==> src/hw/rtl/tlca_ram.sv <==
`default_nettype none
// ----------------------------------------------------------------------------
// tlca_ram: generic simple dual-port RAM
// One write port and one read port with registered read data.
// ----------------------------------------------------------------------------
module tlca_ram #(
  parameter int WIDTH = 8,
  parameter int DEPTH = 16
) (
  input  wire logic                     clk,
  input  wire logic                     we,
  input  wire logic [$clog2(DEPTH)-1:0] waddr,
  input  wire logic [WIDTH-1:0]         wdata,
  input  wire logic [$clog2(DEPTH)-1:0] raddr,
  output logic      [WIDTH-1:0]         rdata
);

  logic [WIDTH-1:0] mem [DEPTH];

  always_ff @(posedge clk) begin
    if (we) begin
      mem[waddr] <= wdata;
    end
    rdata <= mem[raddr];
  end

endmodule
`default_nettype wire

==> config.mk <==
export PLATFORM = sky130hd
export DESIGN_NAME = tlca_ram
export DESIGN_NICKNAME = d
export VERILOG_FILES = /design/src/hw/rtl/tlca_ram.sv
export SDC_FILE = /design/constraint.sdc
export NUM_CORES = 1
export LEC_CHECK = 0
export BUFFER_PORTS_ARGS = -buffer_cell sky130_fd_sc_hd__clkbuf_2
export CAP_MARGIN = 0
export CELL_PAD_IN_SITES_DETAIL_PLACEMENT = 2
export CELL_PAD_IN_SITES_GLOBAL_PLACEMENT = 2
export CORE_UTILIZATION = 50
export DETAILED_ROUTE_END_ITERATION = 8
export HOLD_SLACK_MARGIN = 0.1
export PLACE_DENSITY = 0.85
export SYNTH_ARGS = -nofsm -noshare
export SYNTH_HDL_FRONTEND = slang
export SYNTH_SLANG_ARGS = --single-unit
==> constraint.sdc <==
create_clock -name clk -period 2.5 [get_ports clk]
set_input_delay 0.125 -clock clk [delete_from_list [all_inputs] [get_ports clk]]
set_output_delay 0.125 -clock clk [all_outputs]
set_load 0.005 [all_outputs]
==> impl_metrics.env, run 1 <==
export IMPL_outcome="finished clean"
export IMPL_syn_num_nets=247
export IMPL_min_to="mem[4][7]"
export IMPL_route_detailed_drc=0
export IMPL_synth_area_um2=5150
export IMPL_synthCells=229
export IMPL_htree_levels=4
export IMPL_rr_worst_depth=3
export IMPL_final_area_um2=6140
export IMPL_cts_root_buf="clkbuf_8"
export IMPL_fmax_ghz=0.689
export IMPL_routedWlPerCell_um=29.7
export IMPL_ys_seq_area_share_pct=77.8
export IMPL_grt_pass1_wl_um=18900
export IMPL_portBuffers=25
export IMPL_dieArea_um2=10700
export IMPL_n_antenna_cell=0
export IMPL_pin_count=26
export IMPL_cts_max_path_buffers=2
export IMPL_finalHoldViolations=0
export IMPL_crit_fanout=1
export IMPL_final_cell_mix="edfxtp_1 (128), clkbuf_2 (25), mux4_2 (18), a22oi_1 (16), clkbuf_16 (16)"
export IMPL_cts_reportedPaths_clkPinSlew_ns=0.06
export IMPL_fillCellCount=752
export IMPL_yosys_warnings=0
export IMPL_tightest_slew_ns=0.792
export IMPL_pwr_density_cell_nw_per_um2=854
export IMPL_min_path_type="in2reg"
export IMPL_start_util_pct=52.2
export IMPL_clk_latency_ns=0.54
export IMPL_setup_viol=0
export IMPL_relSlewSlack_pct=47.0
export IMPL_cts_tree="built"
export IMPL_drv_cap=0
export IMPL_antenna_found_initial=0
export IMPL_cp_start_kind="flop"
export IMPL_reg2reg_from="mem[10][1]"
export IMPL_die_y_um=103
export IMPL_vias_per_cell=5.90
export IMPL_tns_ns=0
export IMPL_grt_pass1_vias=2800
export IMPL_cts_resized=0
export IMPL_numCtsBuffers=17
export IMPL_timing_rr_end="rdata[1]"
export IMPL_critPathKind="reg2reg"
export IMPL_cp_data_required_time_ns=2.91
export IMPL_die_w_um=103
export IMPL_min_path_cells=3
export IMPL_end_kind="flop"
export IMPL_worstHoldStart="waddr[0]"
export IMPL_antenna_left=0
export IMPL_clock_sinks=136
export IMPL_final_common_cell="edfxtp_1"
export IMPL_finClkSkew_ns=0.0108
export IMPL_leakage_uw=0.00209
export IMPL_row_count=36
export IMPL_synth_cell_types=19
export IMPL_vias=2548
export IMPL_wl_um=12800
export IMPL_min_period_ns=1.45
export IMPL_core_area_um2=9860
export IMPL_rsz0062_at_grt="no"
export IMPL_globalRouteOverflowTotal=0
export IMPL_drive_gt1_share_pct=30.1
export IMPL_syn_area_per_cell_um2=22.5
export IMPL_grt_max_degree=33
export IMPL_peakVddDrop_uv=832
export IMPL_fin_nets=304
export IMPL_syn_to_final_growth_pct=19.3
export IMPL_reg2reg_slack_ns=1.05
export IMPL_placed_cell_area_um2=5490
export IMPL_cp_data_arrival_time_ns=1.86
export IMPL_ys_ff_latch=136
export IMPL_gp_congestion=0.722
export IMPL_firstDrtPassIters=4
export IMPL_dr_first_iter_drc_count=118
export IMPL_slew_violations=0
export IMPL_track_usage_pct=27.1
export IMPL_fin_crit_sh_pct=58.0
export IMPL_dpl_hpwl_um=7990
==> metal layers <==
metal	global-route usage, %	vias to the layer above	part of all wire (%)
met1	36.0	1363	44
li1	-	1089	-
met2	43.6	77	50
met3	6.99	19	3.1
met5	0	-	0
met4	10.3	0	2.2
==> sequential cells by signal, indices dropped and copies added, names as in the netlist <==
name	flops
mem	128
rdata	8
==> per-stage QoR <==
stage / hold slack [ns] / instances / util [%] / power (µW) / setup WS [ns]
global route: 0.187 / 432 / 62.2 / 5380 / 1.01
detailed placement: 0.503 / 392 / 55.7 / 2860 / 0.822
floorplan: 0.224 / 229 / - / 2740 / 0.882
finish: 0.196 / 432 / 62.2 / 5240 / 1.05
CTS: 0.177 / 432 / 62.2 / 5280 / 1.04
global placement: 0.496 / 392 / 55.7 / 2830 / 0.921
==> final cells by class <==
class / count / area [µm²] / area share, %
clock buffer: 17 / 414 / 6.75
sequential: 136 / 4000 / 65.2
multi-input combinational: 83 / 1060 / 17.2
timing repair buffer: 48 / 343 / 5.58
clock inverter: 15 / 154 / 2.51
tap: 133 / 166 / 2.71
==> worst max-delay path by stage <==
stage	from	slack, ns	endpoint	depth (start not counted)
6_report	mem[10][1]	1.05	rdata[1]	3
5_1_grt	mem[10][1]	1.01	rdata[1]	3
4_1_cts	mem[10][1]	1.04	rdata[1]	3
3_5_place_dp	raddr[0]	0.82	rdata[1]	5
3_3_place_gp	raddr[0]	0.92	rdata[1]	5
2_1_floorplan	waddr[2]	0.88	mem[0][0]	2
==> critical path: stages, from the launching register on <==
cell and delay (ns):
edfxtp_1 0.42, mux4_1 0.51, a22oi_1 0.29, nand2_1 0.12
==> synthesized netlist by cell type <==
library cell     count  area [µm²]
or3b_2               1        8.76
clkdlybuf4s25_2      3        30.0
buf_4                1        7.51
mux4_2              18         405
nor3_1               4        20.0
nor2b_1              1        6.26
dfxtp_1              8         160
nor2_1              13        48.8
edfxtp_1           128        3840
a22oi_1             16         120
nand3_1              1        5.00
and2_1               1        6.26
buf_2                3        15.0
nand2b_1             2        12.5
nand3b_1             2        15.0
buf_6                3        33.8
mux4_1              14         368
and2b_1              1        7.51
nand2_1              9        33.8
==> power breakdown <==
group	switching, µW	internal [µW]
Combinational	146	108
Sequential	22.6	2550
Clock	996	1420
==> cells by family after synthesis <==
| kind of cell | share of synthesized area [%] |
|---|---|
| buf+inv | 1.68 |
| compound gates | 2.33 |
| simple gates | 3.18 |
| mux | 15.0 |
| flops | 77.8 |
==> repair_timing <==
item / CTS / global route
hold buffers: 8 / 0
endpoints found under the hold margin: 128 / 0
setup buffers: 0 / 0
No activity file was read; power rests on OpenSTA's default activity.
==> run 2, diff against run 1 <==
Settings changed: CORE_UTILIZATION 50 to 43, PLACE_DENSITY 0.85 to 0.78.
Clock period 2.5 ns to 1.31 ns, I/O delays scaled along.
==> run 2 against run 1 <==
  * The flow now finishes with violations (design-rule violations, negative setup slack)
  * Clock power increased by 89%
  * Via count is 1.3% higher
  * Total power is 91% higher
  * Sequential power up 91%
  * Non-clock buffer count is 5 higher
  * Final area up 0.69%
  * Flip-flop and latch count stayed put
  * Sequential share of layout area is 0.45 points lower
  * Setup slack worse by 1.1 ns
  * Highest routed layer unchanged
==> impl_metrics.env, run 2 (synthesis results as in run 1) <==
export IMPL_outcome="finished, violations left"
export IMPL_violations="design-rule violations, negative setup slack"
export IMPL_cts_tree="built"
export IMPL_antenna_left=0
export IMPL_cts_max_path_buffers=2
export IMPL_wl_um=13000
export IMPL_largest_register_ffs=128
export IMPL_antenna_found_initial=0
export IMPL_route_detailed_drc=6
export IMPL_routedWlPerCell_um=29.2
export IMPL_fmax_ghz=0.719
export IMPL_vias=2580
export IMPL_rsz0062_at_grt="yes"
export IMPL_final_common_cell="edfxtp_1"
export IMPL_core_area_um2=11600
export IMPL_syn_to_final_growth_pct=20.1
export IMPL_gp_congestion=0.714
export IMPL_finClkSkew_ns=0.00818
export IMPL_regArea_um2=4000
export IMPL_vias_per_cell=5.78
export IMPL_peakVddDrop_uv=1320
export IMPL_relSlewSlack_pct=24.0
export IMPL_clock_sinks=136
export IMPL_grt_pass1_wl_um=19400
export IMPL_cp_data_required_time_ns=1.60
export IMPL_rr_worst_depth=3
export IMPL_die_y_um=111
export IMPL_cp_start_kind="flop"
export IMPL_htree_levels=4
export IMPL_portBuffers=25
export IMPL_multiInputGateArea_um2=1060
export IMPL_dr_first_iter_drc_count=196
export IMPL_placed_cell_area_um2=5590
export IMPL_fin_crit_sh_pct=106
export IMPL_setup_viol=5
export IMPL_leakage_uw=0.00209
export IMPL_finalHoldViolations=0
export IMPL_power_uw=9990
export IMPL_tightest_slew_ns=1.14
export IMPL_row_count=39
export IMPL_grt_max_degree=21
export IMPL_dpl_hpwl_um=8260
export IMPL_drive_gt1_share_pct=35.3
export IMPL_globalRouteOverflowTotal=0
export IMPL_fillCellCount=989
export IMPL_slew_violations=0
export IMPL_start_util_pct=44.5
export IMPL_reg_top3="mem x128, rdata x8"
export IMPL_pwr_density_cell_nw_per_um2=1620
export IMPL_drv_cap=0
export IMPL_crit_fanout=1
export IMPL_min_path_cells=1
export IMPL_grt_pass1_vias=2843
export IMPL_track_usage_pct=23.0
export IMPL_n_antenna_cell=0
export IMPL_firstDrtPassIters=6
export IMPL_critPathKind="reg2reg"
export IMPL_fin_ws_ns=-0.0809
export IMPL_clk_latency_ns=0.42
export IMPL_min_period_ns=1.39
export IMPL_end_kind="flop"
export IMPL_final_cells=446
export IMPL_cts_reportedPaths_clkPinSlew_ns=0.06
export IMPL_final_cell_mix="edfxtp_1 (128), mux4_2 (27), clkbuf_2 (25), buf_4 (21), clkbuf_16 (17)"
export IMPL_min_path_type="in2reg"
export IMPL_cp_data_arrival_time_ns=1.68
export IMPL_pin_count=26
export IMPL_largest_register="mem"
export IMPL_cts_root_buf="clkbuf_16"
export IMPL_placed_cells=411
export IMPL_die_w_um=111
export IMPL_fin_nets=309
export IMPL_numCtsBuffers=17
export IMPL_final_area_um2=6180
export IMPL_postCtsSetupBuffers=0
export IMPL_dieArea_um2=12400
[run 2: cell types whose count changed in the layout (fill, tap and decap cells not counted), moves of 2 or more]
cell / before / now
clkinv_2: 3 / 1
clkinv_4: 5 / 0
clkbuf_1: 0 / 8
a22oi_1: 16 / 9
a22oi_2: 0 / 7
dlygate4sd3_1: 8 / 4
mux4_2: 18 / 27
clkinvlp_4: 3 / 0
mux4_1: 14 / 5
buf_4: 13 / 21
[run 2: worst paths after layout]
check	to	from	slack [ns]
worst max-delay path	rdata[5]	mem[0][5]	-0.08
worst max register to register	rdata[5]	mem[0][5]	-0.08
worst min-delay path	mem[0][5]	wdata[5]	0.11
worst min register to register	rdata[2]	mem[13][2]	0.69
[run 2: layer usage]
layer | vias to the layer above | part of all wire (%) | global-route usage, %
li1 | 1082 | - | -
met1 | 1401 | 45 | 31.6
met2 | 82 | 49 | 36.3
met3 | 15 | 4.7 | 6.37
met4 | 0 | 1.5 | 6.49
met5 | - | 0 | 0
[run 2: what timing repair did]
| item | 4_1_cts | 5_1_grt |
|---|---|---|
| resized for setup | 9 | 7 |
| hold buffers | 4 | 0 |
| pin swaps | 6 | 2 |
| endpoints found under the setup margin | 8 | 8 |
| hold endpoints to repair | 50 | 0 |
[run 2: per-stage QoR]
step	hold slack (ns)	utilization (%)	setup slack [ns]	TNS, ns
final	0.108	53.4	-0.0809	-0.162
after detailed placement	0.439	48.3	-0.299	-3.17
after global placement	0.439	48.3	-0.193	-1.26
after CTS	0.103	53.5	-0.0906	-0.394
after floorplan	0.164	-	-0.0216	-0.559
after global routing	0.130	53.4	-0.0961	-0.494
[run 2: area by class of cell]
class | instances | area share (%)
well taps | 143 | 2.89
multi-input cells | 83 | 17.2
flip-flops and latches | 136 | 64.8
repair buffers | 53 | 6.19
clock buffers | 27 | 7.81
clock inverters | 4 | 1.11
[run 2: critical path, stage by stage (launching register included)]
cell	delay [ns]
edfxtp_1	0.42
mux4_2	0.49
a22oi_2	0.22
nand2_1	0.13
[run 2: report_power, final]
group | internal [µW] | switching [µW] | total [µW]
logic | 226 | 296 | 522
registers | 4870 | 37.9 | 4910
clock network | 2880 | 1680 | 4560
==> run 3, diff against run 2 <==
Settings changed: CORE_UTILIZATION 43 to 52, PLACE_DENSITY 0.78 to 0.88.
Clock period 1.31 ns to 1.6 ns, I/O delays scaled along.
==> run 3 against run 2 <==
  * The flow now finishes without violations
  * Via count grew 10%
  * Cell count down 2.2%
  * Setup slack improved by 0.086 ns
  * Global-route usage grew 13 points
  * Critical path type unchanged
  * Highest routed layer unchanged
==> impl_metrics.env, run 3 (synthesis results as in run 1) <==
export IMPL_outcome="finished clean"
export IMPL_setup_viol=0
export IMPL_drv_cap=0
export IMPL_final_cell_mix="edfxtp_1 (128), clkbuf_2 (25), buf_4 (21), mux4_2 (19), clkbuf_16 (16)"
export IMPL_final_common_cell="edfxtp_1"
export IMPL_clock_sinks=136
export IMPL_clk_latency_ns=0.54
export IMPL_pwr_share_clk_pct=46.7
export IMPL_htree_levels=4
export IMPL_syn_to_final_growth_pct=20.5
export IMPL_core_area_um2=9420
export IMPL_portBuffers=25
export IMPL_rsz0062_at_grt="no"
export IMPL_largest_register_ffs=128
export IMPL_grt_max_degree=21
export IMPL_numCtsBuffers=17
export IMPL_cp_data_required_time_ns=1.99
export IMPL_startpoint="mem[14][0]"
export IMPL_cp_cell_sequence="mux4_2 > a22oi_1 > nand2_1"
export IMPL_antenna_left=0
export IMPL_min_path_type="in2reg"
export IMPL_largest_register="mem"
export IMPL_switching_share_pct=24.1
export IMPL_routedWlPerCell_um=38.2
export IMPL_grt_pass1_vias=3042
export IMPL_crit_path_max_incr_delay_ns=0.54
export IMPL_switching_power_uw=2030
export IMPL_cts_tree="built"
export IMPL_crit_slowest_cell="mux4_2"
export IMPL_fin_crit_sh_pct=99.7
export IMPL_tightest_slew_ns=0.903
export IMPL_reg2reg_from="mem[14][0]"
export IMPL_gp_congestion=0.692
export IMPL_final_area_um2=6200
export IMPL_path_delay_family="multiplexers"
export IMPL_cp_start_kind="flop"
export IMPL_n_antenna_cell=0
export IMPL_internal_power_uw=6390
export IMPL_pwr_density_cell_nw_per_um2=1360
export IMPL_grt_pass1_wl_um=23400
export IMPL_cp_buffers_inverters=0
export IMPL_worstHoldStart="waddr[1]"
export IMPL_placed_cell_area_um2=5550
export IMPL_die_y_um=101
export IMPL_antenna_found_initial=0
export IMPL_firstDrtPassIters=5
export IMPL_vias_per_cell=6.53
export IMPL_track_usage_pct=36.0
export IMPL_pin_count=26
export IMPL_dieArea_um2=10300
export IMPL_vias=2847
export IMPL_critPathKind="reg2reg"
export IMPL_cts_reportedPaths_clkPinSlew_ns=0.07
export IMPL_die_w_um=101
export IMPL_start_util_pct=54.7
export IMPL_crit_fanout=1
export IMPL_dpl_hpwl_um=8580
export IMPL_reg_top3="mem x128, rdata x8"
export IMPL_globalRouteOverflowTotal=0
export IMPL_drive_gt1_share_pct=32.9
export IMPL_fin_nets=312
export IMPL_tns_ns=0
export IMPL_dr_first_iter_drc_count=266
export IMPL_fmax_ghz=0.627
export IMPL_slew_violations=0
export IMPL_finalHoldViolations=0
export IMPL_leakage_uw=0.00212
export IMPL_end_kind="flop"
export IMPL_cts_max_path_buffers=2
export IMPL_power_frac_comb_pct=5.4
export IMPL_cts_root_buf="clkbuf_8"
export IMPL_finClkSkew_ns=0.00671
export IMPL_wl_um=16700
export IMPL_relSlewSlack_pct=39.7
export IMPL_route_detailed_drc=0
export IMPL_min_period_ns=1.59
export IMPL_peakVddDrop_uv=1090
export IMPL_cp_data_arrival_time_ns=1.98
export IMPL_p_seq_share_pct=47.9
export IMPL_row_count=35
## run 3: changes by cell type in the layout (fill, tap and decap cells not counted), moves of 2 or more
cell           delta
clkinv_4          +3
mux4_2            -8
a22oi_1           +5
clkinvlp_4        +5
inv_6             +2
dlygate4sd3_1     +4
mux4_1            +8
clkbuf_1          -7
a22oi_2           -5
## run 3: routing by layer
metal  routed length, µm  global-route usage, %  vias to the layer above
met2                8160                   56.4                      175
met4                 586                   17.1                        0
met5                   0                      0                        -
met3                1250                   10.1                       39
met1                6660                   47.3                     1528
li1                    -                      -                     1105
## run 3: worst paths after layout
check | to | slack [ns] | depth (start not counted)
worst max-delay path | rdata[0] | 0.005 | 3
worst min-delay path | mem[4][4] | 0.20 | 3
worst max register to register | rdata[0] | 0.005 | 3
worst min register to register | rdata[7] | 0.74 | 3
## run 3: power groups by stage
stage	Combinational (µW)	Clock, µW	Sequential, µW
after floorplan	202	0	4080
after global placement	356	0	4080
after detailed placement	401	0	4090
after CTS	434	3850	4030
after global routing	471	4080	4040
final	456	3930	4040
## run 3: tightest hold or removal path, stage by stage
cell      delay [ns]
clkbuf_2        0.18
nor3_1          0.09
buf_4           0.20
## run 3: layout make-up
class	count	area (µm²)
fillers	697	3210
multi-input cells	83	1060
repair buffers	56	403
flip-flops and latches	136	4000
well taps	129	161
clock inverters	14	151
clock buffers	18	418
## run 3: repair_timing
item | in CTS | in global routing
gates resized for setup | 0 | 3
setup endpoints to repair | 0 | 2
hold buffers | 8 | 0
hold endpoints to repair | 128 | 0
setup buffers | 0 | 0
## run 3: stage by stage
stage	std cells	setup slack [ns]	hold slack (ns)	utilization [%]	total power, µW
after floorplan	229	0.0271	0.179	-	4280
after global placement	396	0.102	0.452	58.9	4440
after detailed placement	396	-0.0558	0.466	58.9	4500
after CTS	436	0.0222	0.167	65.8	8320
after global routing	436	0.0123	0.180	65.9	8590
final	436	0.00514	0.195	65.9	8430
