===== config.mk =====
export PLATFORM = sky130hd
export DESIGN_NAME = tlca_ctrl
export DESIGN_NICKNAME = d
export VERILOG_FILES = /design/src/hw/rtl/tlca_pkg.sv /design/src/hw/rtl/tlca_ctrl.sv
export SDC_FILE = /design/constraint.sdc
export NUM_CORES = 1
export LEC_CHECK = 0
export BUFFER_PORTS_ARGS = -buffer_cell sky130_fd_sc_hd__buf_4
export CAP_MARGIN = 20
export CORE_MARGIN = 5
export CORE_UTILIZATION = 55
export CTS_CLUSTER_SIZE = 25
export DETAILED_ROUTE_END_ITERATION = 6
export PLACE_DENSITY = 0.78
export SLEW_MARGIN = 40
export SYNTH_ARGS = -nofsm -noshare
export SYNTH_HDL_FRONTEND = slang
export SYNTH_SLANG_ARGS = --single-unit

===== constraint.sdc =====
create_clock -name clk -period 10.65 [get_ports clk]
set_input_delay 2.13 -clock clk [delete_from_list [all_inputs] [get_ports clk]]
set_output_delay 2.13 -clock clk [all_outputs]
set_load 0.03 [all_outputs]

===== src/hw/rtl/tlca_pkg.sv =====
`default_nettype none
// ----------------------------------------------------------------------------
// tlca_pkg: shared constants, types and functions
// Sizes of the ancestor and depth tables, command codes, memory request
// structs and the row address function for the ancestor table.
// ----------------------------------------------------------------------------
package tlca_pkg;

  localparam int MAX_NODES = 1024;
  localparam int LEVELS    = 10;
  localparam int NODE_W    = $clog2(MAX_NODES);
  localparam int DEPTH_W   = 10;
  localparam int ROW_LEN   = LEVELS + 1;
  localparam int LVL_W     = $clog2(ROW_LEN);
  localparam int ANC_DEPTH = MAX_NODES * ROW_LEN;
  localparam int ANC_AW    = $clog2(ANC_DEPTH);
  localparam int GAP_W     = ROW_LEN;

  localparam logic CMD_ADD   = 1'b0;
  localparam logic CMD_QUERY = 1'b1;

  localparam logic [DEPTH_W-1:0] DEPTH_MAX = '1;

  typedef logic [NODE_W-1:0]  node_t;
  typedef logic [DEPTH_W-1:0] depth_t;
  typedef logic [LVL_W-1:0]   lvl_t;

  typedef struct packed {
    logic              we;
    logic [ANC_AW-1:0] addr;
    node_t             wdata;
  } anc_req_t;

  typedef struct packed {
    logic   we;
    node_t  addr;
    depth_t wdata;
  } dep_req_t;

  // Entry address of level lvl in the row of node.
  function automatic logic [ANC_AW-1:0] row_addr(input node_t node, input lvl_t lvl);
    logic [ANC_AW-1:0] base;
    base = ANC_AW'(node) * ANC_AW'(ROW_LEN);
    return base + ANC_AW'(lvl);
  endfunction

endpackage
`default_nettype wire


===== src/hw/rtl/tlca_ctrl.sv =====
`default_nettype none
// ----------------------------------------------------------------------------
// tlca_ctrl: sequencer and datapath for adds and lowest common ancestor
// Walks the ancestor table one access at a time through a shared row
// address unit, and the depth table for the depth of a node.
// ----------------------------------------------------------------------------
module tlca_ctrl (
  input  wire logic              clk,
  input  wire logic              rst,
  input  wire logic              start,
  input  wire logic              cmd,
  input  wire tlca_pkg::node_t   node_a,
  input  wire tlca_pkg::node_t   node_b,
  output logic                   busy,
  output logic                   done,
  output tlca_pkg::node_t        ancestor,
  output tlca_pkg::anc_req_t     anc_req,
  input  wire tlca_pkg::node_t   anc_rdata,
  output tlca_pkg::dep_req_t     dep_req,
  input  wire tlca_pkg::depth_t  dep_rdata
);
  import tlca_pkg::*;

  typedef enum logic [3:0] {
    S_IDLE,
    S_A_DRD,
    S_A_DWR,
    S_A_RD,
    S_A_WR,
    S_Q_DX,
    S_Q_DY,
    S_Q_DC,
    S_L_RD,
    S_L_WR,
    S_Q_EQ,
    S_J_RX,
    S_J_RY,
    S_J_CMP,
    S_F_RD,
    S_F_OUT
  } state_t;

  state_t           state;
  lvl_t             lvl;
  node_t            x;
  node_t            y;
  node_t            ax;
  depth_t           dx;
  logic [GAP_W-1:0] gap;

  node_t  addr_node;
  lvl_t   addr_lvl;
  node_t  anc_x_v;
  node_t  anc_y_v;
  depth_t dep_y_v;
  depth_t dep_inc;

  // Node zero is the sentinel: its row and depth read as zero whatever the
  // memories hold after reset.
  assign anc_x_v = (x == '0) ? '0 : anc_rdata;
  assign anc_y_v = (y == '0) ? '0 : anc_rdata;
  assign dep_y_v = (y == '0) ? '0 : dep_rdata;
  assign dep_inc = (dep_y_v == DEPTH_MAX) ? DEPTH_MAX : dep_y_v + depth_t'(1);

  assign busy = (state != S_IDLE);

  // Shared row address unit for the ancestor table.
  always_comb begin
    addr_node = y;
    addr_lvl  = lvl;
    case (state)
      S_A_DWR: begin
        addr_node = x;
        addr_lvl  = '0;
      end
      S_A_WR: begin
        addr_node = x;
        addr_lvl  = lvl + lvl_t'(1);
      end
      S_J_RX, S_F_RD: begin
        addr_node = x;
        addr_lvl  = (state == S_F_RD) ? '0 : lvl;
      end
      default: begin
        addr_node = y;
        addr_lvl  = lvl;
      end
    endcase
  end

  always_comb begin
    anc_req.addr  = row_addr(addr_node, addr_lvl);
    anc_req.we    = (state == S_A_DWR) || (state == S_A_WR);
    anc_req.wdata = (state == S_A_DWR) ? y : anc_y_v;
    dep_req.we    = (state == S_A_DWR);
    dep_req.addr  = (state == S_A_DWR || state == S_Q_DX) ? x : y;
    dep_req.wdata = dep_inc;
  end

  always_ff @(posedge clk) begin
    if (rst) begin
      state <= S_IDLE;
      done  <= 1'b0;
    end else begin
      done <= 1'b0;
      case (state)
        S_IDLE: begin
          if (start) begin
            x <= node_a;
            y <= node_b;
            if (cmd == CMD_QUERY) begin
              state <= S_Q_DX;
            end else if (node_a != '0) begin
              state <= S_A_DRD;
            end
          end
        end
        S_A_DRD: begin
          state <= S_A_DWR;
        end
        S_A_DWR: begin
          lvl   <= '0;
          state <= S_A_RD;
        end
        S_A_RD: begin
          state <= S_A_WR;
        end
        S_A_WR: begin
          // y follows the chain: it holds the ancestor just written.
          y <= anc_y_v;
          if (lvl == lvl_t'(LEVELS - 1)) begin
            state <= S_IDLE;
          end else begin
            lvl   <= lvl + lvl_t'(1);
            state <= S_A_RD;
          end
        end
        S_Q_DX: begin
          state <= S_Q_DY;
        end
        S_Q_DY: begin
          dx    <= (x == '0) ? '0 : dep_rdata;
          state <= S_Q_DC;
        end
        S_Q_DC: begin
          // Swap so that y is always the deeper node.
          if (dx > dep_y_v) begin
            x   <= y;
            y   <= x;
            gap <= GAP_W'(dx - dep_y_v);
          end else begin
            gap <= GAP_W'(dep_y_v - dx);
          end
          lvl   <= lvl_t'(LEVELS);
          state <= S_L_RD;
        end
        S_L_RD: begin
          if (gap[lvl]) begin
            state <= S_L_WR;
          end else if (lvl == '0) begin
            state <= S_Q_EQ;
          end else begin
            lvl <= lvl - lvl_t'(1);
          end
        end
        S_L_WR: begin
          y <= anc_y_v;
          if (lvl == '0) begin
            state <= S_Q_EQ;
          end else begin
            lvl   <= lvl - lvl_t'(1);
            state <= S_L_RD;
          end
        end
        S_Q_EQ: begin
          if (x == y) begin
            ancestor <= x;
            done     <= 1'b1;
            state    <= S_IDLE;
          end else begin
            lvl   <= lvl_t'(LEVELS);
            state <= S_J_RX;
          end
        end
        S_J_RX: begin
          state <= S_J_RY;
        end
        S_J_RY: begin
          ax    <= anc_x_v;
          state <= S_J_CMP;
        end
        S_J_CMP: begin
          if (ax != anc_y_v) begin
            x <= ax;
            y <= anc_y_v;
          end
          if (lvl == '0) begin
            state <= S_F_RD;
          end else begin
            lvl   <= lvl - lvl_t'(1);
            state <= S_J_RX;
          end
        end
        S_F_RD: begin
          state <= S_F_OUT;
        end
        S_F_OUT: begin
          ancestor <= anc_x_v;
          done     <= 1'b1;
          state    <= S_IDLE;
        end
        default: begin
          state <= S_IDLE;
        end
      endcase
    end
  end

endmodule
`default_nettype wire


==> flow_metrics.tcl, run 1 <==
set metrics [dict create \
    core_area_um2 11900 \
    drv_slew 0 \
    grt_overflow_total 0 \
    drt_iter0_drc 660 \
    avgSynthCellArea_um2 8.93 \
    syn_to_final_growth_pct 17.6 \
    yosysTopAreaCellShare_pct 29.4 \
    start_util_pct 55.8 \
    hold_path_class "reg2reg" \
    yosys_warnings 0 \
    wl_per_cell_um 18.5 \
    clk_pin_slew_worst_paths_ns 0.07 \
    cts_max_path_buffers 2 \
    synth_cell_types 66 \
    synthArstFlopShare_pct 0 \
    hold_ws_ns 0.642 \
    synth_edf_count 65 \
    crit_path_end_kind "output pin" \
    setup.worst_path.start "state[2]" \
    vias 6029 \
    period_share_pct 73.6 \
    htreeDepth 3 \
    wl_um 18100 \
    cts.repair.resized 0 \
    status "complete, no violations" \
    maxCapViolCount 0 \
    netlist_instances 744 \
    final_nets 935 \
    antenna_found_initial 0 \
    cts_sinks 70 \
    ios 102 \
    yosysMostFrequentCell "nand2_1" \
    ys_seq_elements 70 \
    postCtsHoldBufs 0 \
    tightest_slew_ns 0.811 \
    timing.rr.start "y[1]" \
    dieArea_um2 14400 \
    port_buffers 101 \
    rsz0062_at_grt "false" \
    synth_common_cells "nand2_1 (107), edfxtp_1 (65), ha_1 (58), inv_1 (49), o21ai_0 (37)" \
    dpl.cell_count 959 \
    synth-seq-area-share_pct 30.9 \
    finClkSkew_ns 0.00846 \
    clk_latency_ns 0.34 \
    dpl.hpwl_um 14000 \
    insertedDiodeCount 0 \
    area.sequential_um2 2050 \
    period_needed_ns 7.84 \
    fillers 973 \
    gp_congestion 0.902 \
    postCtsSetupRepairBufs 0 \
    critPathKind "reg2out" \
    slew_headroom_pct 45.5 \
    worst_hold_startpoint "ax[8]" \
    die_w_um 120 \
    synth_area_um2 6640 \
    crit_required_ns 8.52 \
    layoutNonFillerInstCount 976 \
    viasPerCell 6.18 \
    fmax_ghz 0.128 \
    rrSetupSlack_ns 5.87 \
    hold_viol_final 0 \
    final_antenna_net_count 0 \
    cp_max_fo 20 \
    worst_ep_arrival_time_ns 5.71 \
    grt_usage_pct 25.1 \
    start_kind "flop" \
    ys.flop_type "edfxtp_1" \
    grt_start_max_net_pins 33 \
    cts_tree "yes" \
    setup-tns-final_ns 0 \
    grt_pass1_vias 5896 \
    synth_nets 855 \
    die_h_um 120 \
    drc 0 \
    grt_pass1_wl_um 29100 \
    multi_input_area_um2 4280 \
    root_buffer "clkbuf_16" \
    finalSetupViolations 0 \
    cts_buffers 9 \
    synth.area.top_cells "edfxtp_1 (29%), ha_1 (11%), nand2_1 (6.0%)" \
    synth_top_cell_by_area "edfxtp_1" \
    dr.pass1.iters 5 \
    final_layout_size_suffix_gt1_share_pct 21.0 \
    fin_util_pct 65.6 \
    rows 40 \
]
state kept, by name, summed over array words and instances, names as in the netlist:
signal / cells
done: 1
dx: 10
gap: 11
ancestor: 10
x: 10
lvl: 4
ax: 10
y: 10
state: 4
per-stage QoR:
stage	setup slack, ns	instance area, um^2
after CTS	2.85	7800
after detailed placement	3.25	7490
after global placement	3.21	7470
after floorplan	3.92	6640
after global routing	2.36	7810
final	2.81	7810
area by class of cell:
cell class | count | area share [%]
multi-input cells | 587 | 54.8
flip-flops and latches | 70 | 26.3
repair buffers | 106 | 10.2
clock buffers | 9 | 2.88
inverters | 50 | 2.40
well taps | 147 | 2.36
clock inverters | 7 | 1.03
layer usage:
metal	global-route usage (%)	vias up	share of wire, %
met5	0	-	0
met2	40.7	274	47
met1	34.4	2854	43
li1	-	2877	-
met3	5.09	24	8.2
met4	6.80	0	1.4
worst paths after layout:
check | endpoint | depth (start not counted)
worst max register to register | x[2] | 10
worst min register to register | x[8] | 2
worst min-delay path | x[8] | 2
worst max-delay path | anc_req[22] | 16
kinds of logic (layout without fill, tap and decap cells):
| kind of cell | Yosys count | count (layout) | share of synthesized area, % |
|---|---|---|---|
| AO/OA/AOI/OAI | 179 | 179 | 18.4 |
| XOR/XNOR | 38 | 38 | 5.01 |
| adder cells (fa/ha/maj) | 67 | 67 | 13.6 |
| buffers and inverters | 87 | 172 | 5.29 |
| flip-flops | 70 | 70 | 30.9 |
| multiplexers | 46 | 46 | 7.87 |
| AND/OR/NAND/NOR | 257 | 257 | 18.9 |
placed cells by master (no fill, tap or decap), drive strengths merged, types with 15 or more instances in the layout:
| master | synthesis | routed |
|---|---|---|
| nand2 | 107 | 107 |
| a21oi | 34 | 34 |
| buf | 8 | 106 |
| o21ai | 42 | 42 |
| nor2 | 35 | 35 |
| ha | 58 | 58 |
| mux2 | 30 | 30 |
| and2 | 24 | 24 |
| a22oi | 17 | 17 |
| a21o | 21 | 21 |
| inv | 50 | 54 |
| edfxtp | 65 | 65 |
| nand3 | 15 | 15 |
| xnor2 | 24 | 24 |
worst max-delay path, cell delays in order (launching register included):
cell and delay (ns):
dfxtp_1 0.71, nand2b_1 0.31, or3_1 0.46, o21ai_2 0.29, mux2i_1 0.57, inv_1 0.10, ha_1 0.32, ha_1 0.32
a21o_1 0.17, ha_1 0.28, ha_1 0.26, a2111oi_0 0.40, o21ai_0 0.21, a41oi_1 0.39, mux2i_1 0.23, o2111ai_1 0.13
buf_4 0.19
Power of run 1 is not shown: default switching activity piles up to over one toggle a cycle in this logic, so the estimate is an artifact.
==> inputs of run 2 (changes only) <==
--- a/config.mk
+++ b/config.mk
@@ -5,6 +5,7 @@
 export SDC_FILE = /design/constraint.sdc
 export NUM_CORES = 1
 export LEC_CHECK = 0
+export ABC_AREA = 1
 export BUFFER_PORTS_ARGS = -buffer_cell sky130_fd_sc_hd__buf_4
 export CAP_MARGIN = 20
 export CORE_MARGIN = 5
==> constraint.sdc (replaced) <==
create_clock -name clk -period 7.8 [get_ports clk]
set_input_delay 1.56 -clock clk [delete_from_list [all_inputs] [get_ports clk]]
set_output_delay 1.56 -clock clk [all_outputs]
set_load 0.03 [all_outputs]
==> flow_metrics.tcl, run 2 <==
set metrics [dict create \
    synth.area.top_cells "edfxtp_1 (30%), ha_1 (11%), nand2_1 (11%)" \
    clk_pin_slew_worst_paths_ns 0.06 \
    final_antenna_net_count 0 \
    postCtsHoldBufs 0 \
    drc 0 \
    cts_max_path_buffers 2 \
    grt_usage_pct 23.2 \
    setup-tns-final_ns 0 \
    gp_congestion 0.925 \
    synth_nets 965 \
    htreeDepth 3 \
    grt_start_max_net_pins 33 \
    antenna_found_initial 0 \
    die_h_um 118 \
    drt_iter0_drc 540 \
    worst_ep_arrival_time_ns 4.64 \
    fmax_ghz 0.161 \
    period_needed_ns 6.20 \
    finalSetupViolations 0 \
    synth_edf_count 65 \
    maxCapViolCount 0 \
    cts_sinks 70 \
    critPathKind "reg2out" \
    yosysTopAreaCellShare_pct 30.4 \
    crit_required_ns 6.24 \
    crit_path_end_kind "output pin" \
    syn_to_final_growth_pct 18.5 \
    rows 39 \
    cts.repair.resized 0 \
    netlist_instances 854 \
    rsz0062_at_grt "false" \
    ys.flop_type "edfxtp_1" \
    viasPerCell 5.56 \
    tightest_slew_ns 0.869 \
    synth_top_cell_by_area "edfxtp_1" \
    grt_pass1_wl_um 27000 \
    grt_pass1_vias 5750 \
    synthArstFlopShare_pct 0 \
    cts_buffers 9 \
    insertedDiodeCount 0 \
    yosys_warnings 0 \
    wl_per_cell_um 15.0 \
    period_share_pct 79.4 \
    synth-seq-area-share_pct 31.9 \
    cp_max_fo 23 \
    vias 6110 \
    clk_latency_ns 0.34 \
    yosysMostFrequentCell "nand2_1" \
    mostFrequentLayoutCell "nand2_1" \
    core_area_um2 11400 \
    synth_cell_types 47 \
    drv_slew 0 \
    postCtsSetupRepairBufs 0 \
    dieArea_um2 14000 \
    synth_common_cells "nand2_1 (189), inv_1 (126), nor2_1 (99), edfxtp_1 (65)" \
    wl_um 16500 \
    ios 102 \
    fillers 966 \
    start_util_pct 56.3 \
    multi_input_area_um2 3800 \
    start_kind "flop" \
    avgSynthCellArea_um2 7.53 \
    finClkSkew_ns 0.00669 \
    layout_common_cells "nand2_1 (189), inv_1 (125), buf_4 (104)" \
    dpl.hpwl_um 13100 \
    largest_reg_flops 11 \
    hold_viol_final 0 \
    final_nets 1061 \
    final_layout_size_suffix_gt1_share_pct 17.3 \
    port_buffers 101 \
    area.sequential_um2 2050 \
    dr.pass1.iters 6 \
    top_register "gap" \
    ys_seq_elements 70 \
    root_buffer "clkbuf_16" \
    cts_tree "yes" \
    slew_headroom_pct 41.8 \
    status "complete, no violations" \
    grt_overflow_total 0 \
    synth_area_um2 6430 \
    die_w_um 118 \
    hold_path_class "reg2reg" \
]
## run 2: final timing paths
check	slack [ns]	cells after the start	from	to
worst max-delay path	1.60	21	state[3]	anc_req[20]
worst min-delay path	0.69	2	ax[2]	x[2]
worst max register to register	4.12	13	y[5]	x[2]
worst min register to register	0.69	2	ax[2]	x[2]
## run 2: metal layers
| metal | track usage [%] | vias up | wire length, um |
|---|---|---|---|
| met5 | 0 | - | 0 |
| met4 | 8.32 | 0 | 380 |
| met3 | 4.37 | 38 | 1520 |
| met2 | 35.4 | 280 | 7180 |
| met1 | 32.8 | 2738 | 7390 |
| li1 | - | 3054 | - |
## run 2: per-stage QoR
| step | hold WS (ns) | cell area, um^2 | worst slack, ns | utilization, % | std cells |
|---|---|---|---|---|---|
| after floorplan | 0.600 | 6430 | 2.36 | - | 854 |
| after global placement | 0.634 | 7300 | 2.16 | 63.9 | 1081 |
| after detailed placement | 0.655 | 7310 | 2.00 | 64.0 | 1082 |
| after CTS | 0.677 | 7610 | 1.62 | 66.6 | 1098 |
| after global routing | 0.702 | 7620 | 1.11 | 66.7 | 1098 |
| final | 0.688 | 7620 | 1.60 | 66.7 | 1098 |
## run 2: layout make-up
cell class | instances | area share [%]
clock inverter | 7 | 1.02
clock buffer | 9 | 2.96
inverter | 132 | 6.50
multi-input combinational | 632 | 49.9
sequential | 70 | 26.9
tap | 143 | 2.35
timing repair buffer | 105 | 10.3
## run 2: logic make-up after synthesis
kind of cell | after synthesis | synth area share (%)
simple gates | 391 | 26.9
buf+inv | 152 | 9.32
compound gates | 146 | 14.0
flops | 70 | 31.9
fa+ha+maj | 67 | 14.1
xor+xnor | 26 | 3.54
mux | 2 | 0.311
## run 2: worst max-delay path: stages (launching register included)
cell and delay [ns]:
dfxtp_1 0.35, nand2_1 0.22, inv_2 0.06, o21ai_1 0.15, nand3_2 0.35, o21ai_0 0.51, ha_1 0.35, xor2_1 0.19
fa_1 0.54, inv_1 0.04, ha_1 0.34, a21oi_1 0.15, nand2_1 0.13, nand2_1 0.08, nand2_1 0.05, a21oi_1 0.19
o21ai_0 0.17, nand3_1 0.12, nand2_1 0.06, nand2_1 0.06, nand2_1 0.04, buf_4 0.16
Power of run 2 is left out for the same reason.
==> inputs of run 3 (changes only) <==
==> constraint.sdc (replaced) <==
create_clock -name clk -period 6.1 [get_ports clk]
set_input_delay 1.22 -clock clk [delete_from_list [all_inputs] [get_ports clk]]
set_output_delay 1.22 -clock clk [all_outputs]
set_load 0.03 [all_outputs]
==> flow_metrics.tcl, run 3 (synthesized netlist as in run 2, its figures left out) <==
set metrics [dict create \
    status "complete, no violations" \
    dieArea_um2 14000 \
    grt_overflow_total 0 \
    reg2regPathDepth 17 \
    crit_top_cell "nand2_1" \
    setup-tns-final_ns 0 \
    ios 102 \
    final_layout_size_suffix_gt1_share_pct 17.4 \
    fmax_ghz 0.175 \
    htreeDepth 3 \
    start_kind "flop" \
    largest_reg_flops 11 \
    clk_latency_ns 0.34 \
    syn_to_final_growth_pct 18.8 \
    grt_start_max_net_pins 33 \
    top_layer "met4" \
    dr.pass1.iters 5 \
    wl_um 16800 \
    mostFrequentLayoutCell "nand2_1" \
    cp_slowest_stage_delay_ns 0.54 \
    grt_pass1_wl_um 27700 \
    critPathKind "reg2out" \
    rsz0062_at_grt "true" \
    hold_ws_ns 0.683 \
    cp_slowest_cell "fa_1" \
    root_buffer "clkbuf_16" \
    cts_buffers 9 \
    core_area_um2 11400 \
    drt_iter0_drc 567 \
    top_register "gap" \
    final_antenna_net_count 0 \
    dpl.hpwl_um 13300 \
    port_buffers 101 \
    wl_met1_um 7490 \
    crit_path_end_kind "output pin" \
    place_area_um2 7310 \
    period_share_pct 93.8 \
    clk_pin_slew_worst_paths_ns 0.06 \
    die_h_um 118 \
    layout_common_cells "nand2_1 (189), inv_1 (125), buf_4 (104)" \
    cts_max_path_buffers 2 \
    gp_congestion 0.926 \
    wl_met2_um 7400 \
    insertedDiodeCount 0 \
    antenna_found_initial 0 \
    start_util_pct 56.3 \
    met3WireLength_um 1550 \
    cts_sinks 70 \
    cts_tree "yes" \
    viasPerCell 5.58 \
    finClkSkew_ns 0.00724 \
    fin_area_um2 7640 \
    finalSetupViolations 0 \
    rrSetupSlack_ns 2.60 \
    crit_chain "nand2_1 -> inv_2 -> o21ai_1 -> nand3_4 -> o21ai_0 -> ha_1 -> xor2_1 -> fa_1 -> inv_1 -> ha_1 -> a21oi_1 -> nand2_1 -> nand2_1 -> nand2_1 -> a21oi_1 -> o21ai_0 -> nand3_1 -> nand2_1 -> nand2_1 -> nand2_1 -> buf_4" \
    cp_max_fo 23 \
    rows 39 \
    drc 0 \
    drv_slew 0 \
    critPathBufInv 3 \
    worst_ep_arrival_time_ns 4.50 \
    grt_usage_pct 23.9 \
    hold_viol_final 0 \
    crit_family "adder cells" \
    tightest_slew_ns 0.803 \
    fin_util_pct 66.9 \
    slew_headroom_pct 46.2 \
    final_nets 1061 \
    wl_per_cell_um 15.3 \
    crit_required_ns 4.88 \
    postCtsHoldBufs 0 \
    period_needed_ns 5.72 \
    vias 6123 \
    hold_depth 2 \
    hold_path_class "reg2reg" \
    crit_cells 21 \
    die_w_um 118 \
    maxCapViolCount 0 \
    grt_pass1_vias 5791 \
]
run 3: cell counts in the layout (fill, tap and decap cells not counted):
No cell type changed its count.
run 3: path summary, 6_finish.rpt:
path	from	endpoint
max	state[3]	anc_req[20]
min	ax[1]	x[1]
min reg2reg	ax[1]	x[1]
max reg2reg	y[4]	x[0]
run 3: per-layer routing:
metal | GRT usage (%) | vias to the layer above
li1 | - | 3053
met1 | 34.8 | 2748
met2 | 35.8 | 288
met3 | 4.32 | 34
met4 | 7.74 | 0
met5 | 0 | -
run 3: worst min-delay path, delay by kind of cell, from the launching register on:
| family | cells | cell delay [ns] |
|---|---|---|
| DFF | 1 | 0.32 |
| AOI/OAI and AO/OA | 1 | 0.17 |
| buffers and inverters | 1 | 0.08 |
run 3: cell type report:
class                           count  area (um^2)
Multi-Input combinational cell    632         3820
Clock inverter                      7         77.6
Inverter                          132          495
Clock buffer                        9          225
Timing Repair Buffer              105          786
Sequential cell                    70         2050
Tap cell                          143          179
Fill cell                         977         3780
run 3: metrics by stage:
step	worst slack, ns	std cells
after floorplan	0.999	854
after global placement	0.800	1081
after detailed placement	0.716	1082
after CTS	0.327	1098
after global routing	-0.0179	1098
final	0.375	1098
run 3: repair_timing:
item                                    in CTS  in global routing
endpoints found under the setup margin       0                  3
gates resized for setup                      0                  2
buffers inserted                             0                  0
Power of run 3 is left out for the same reason.
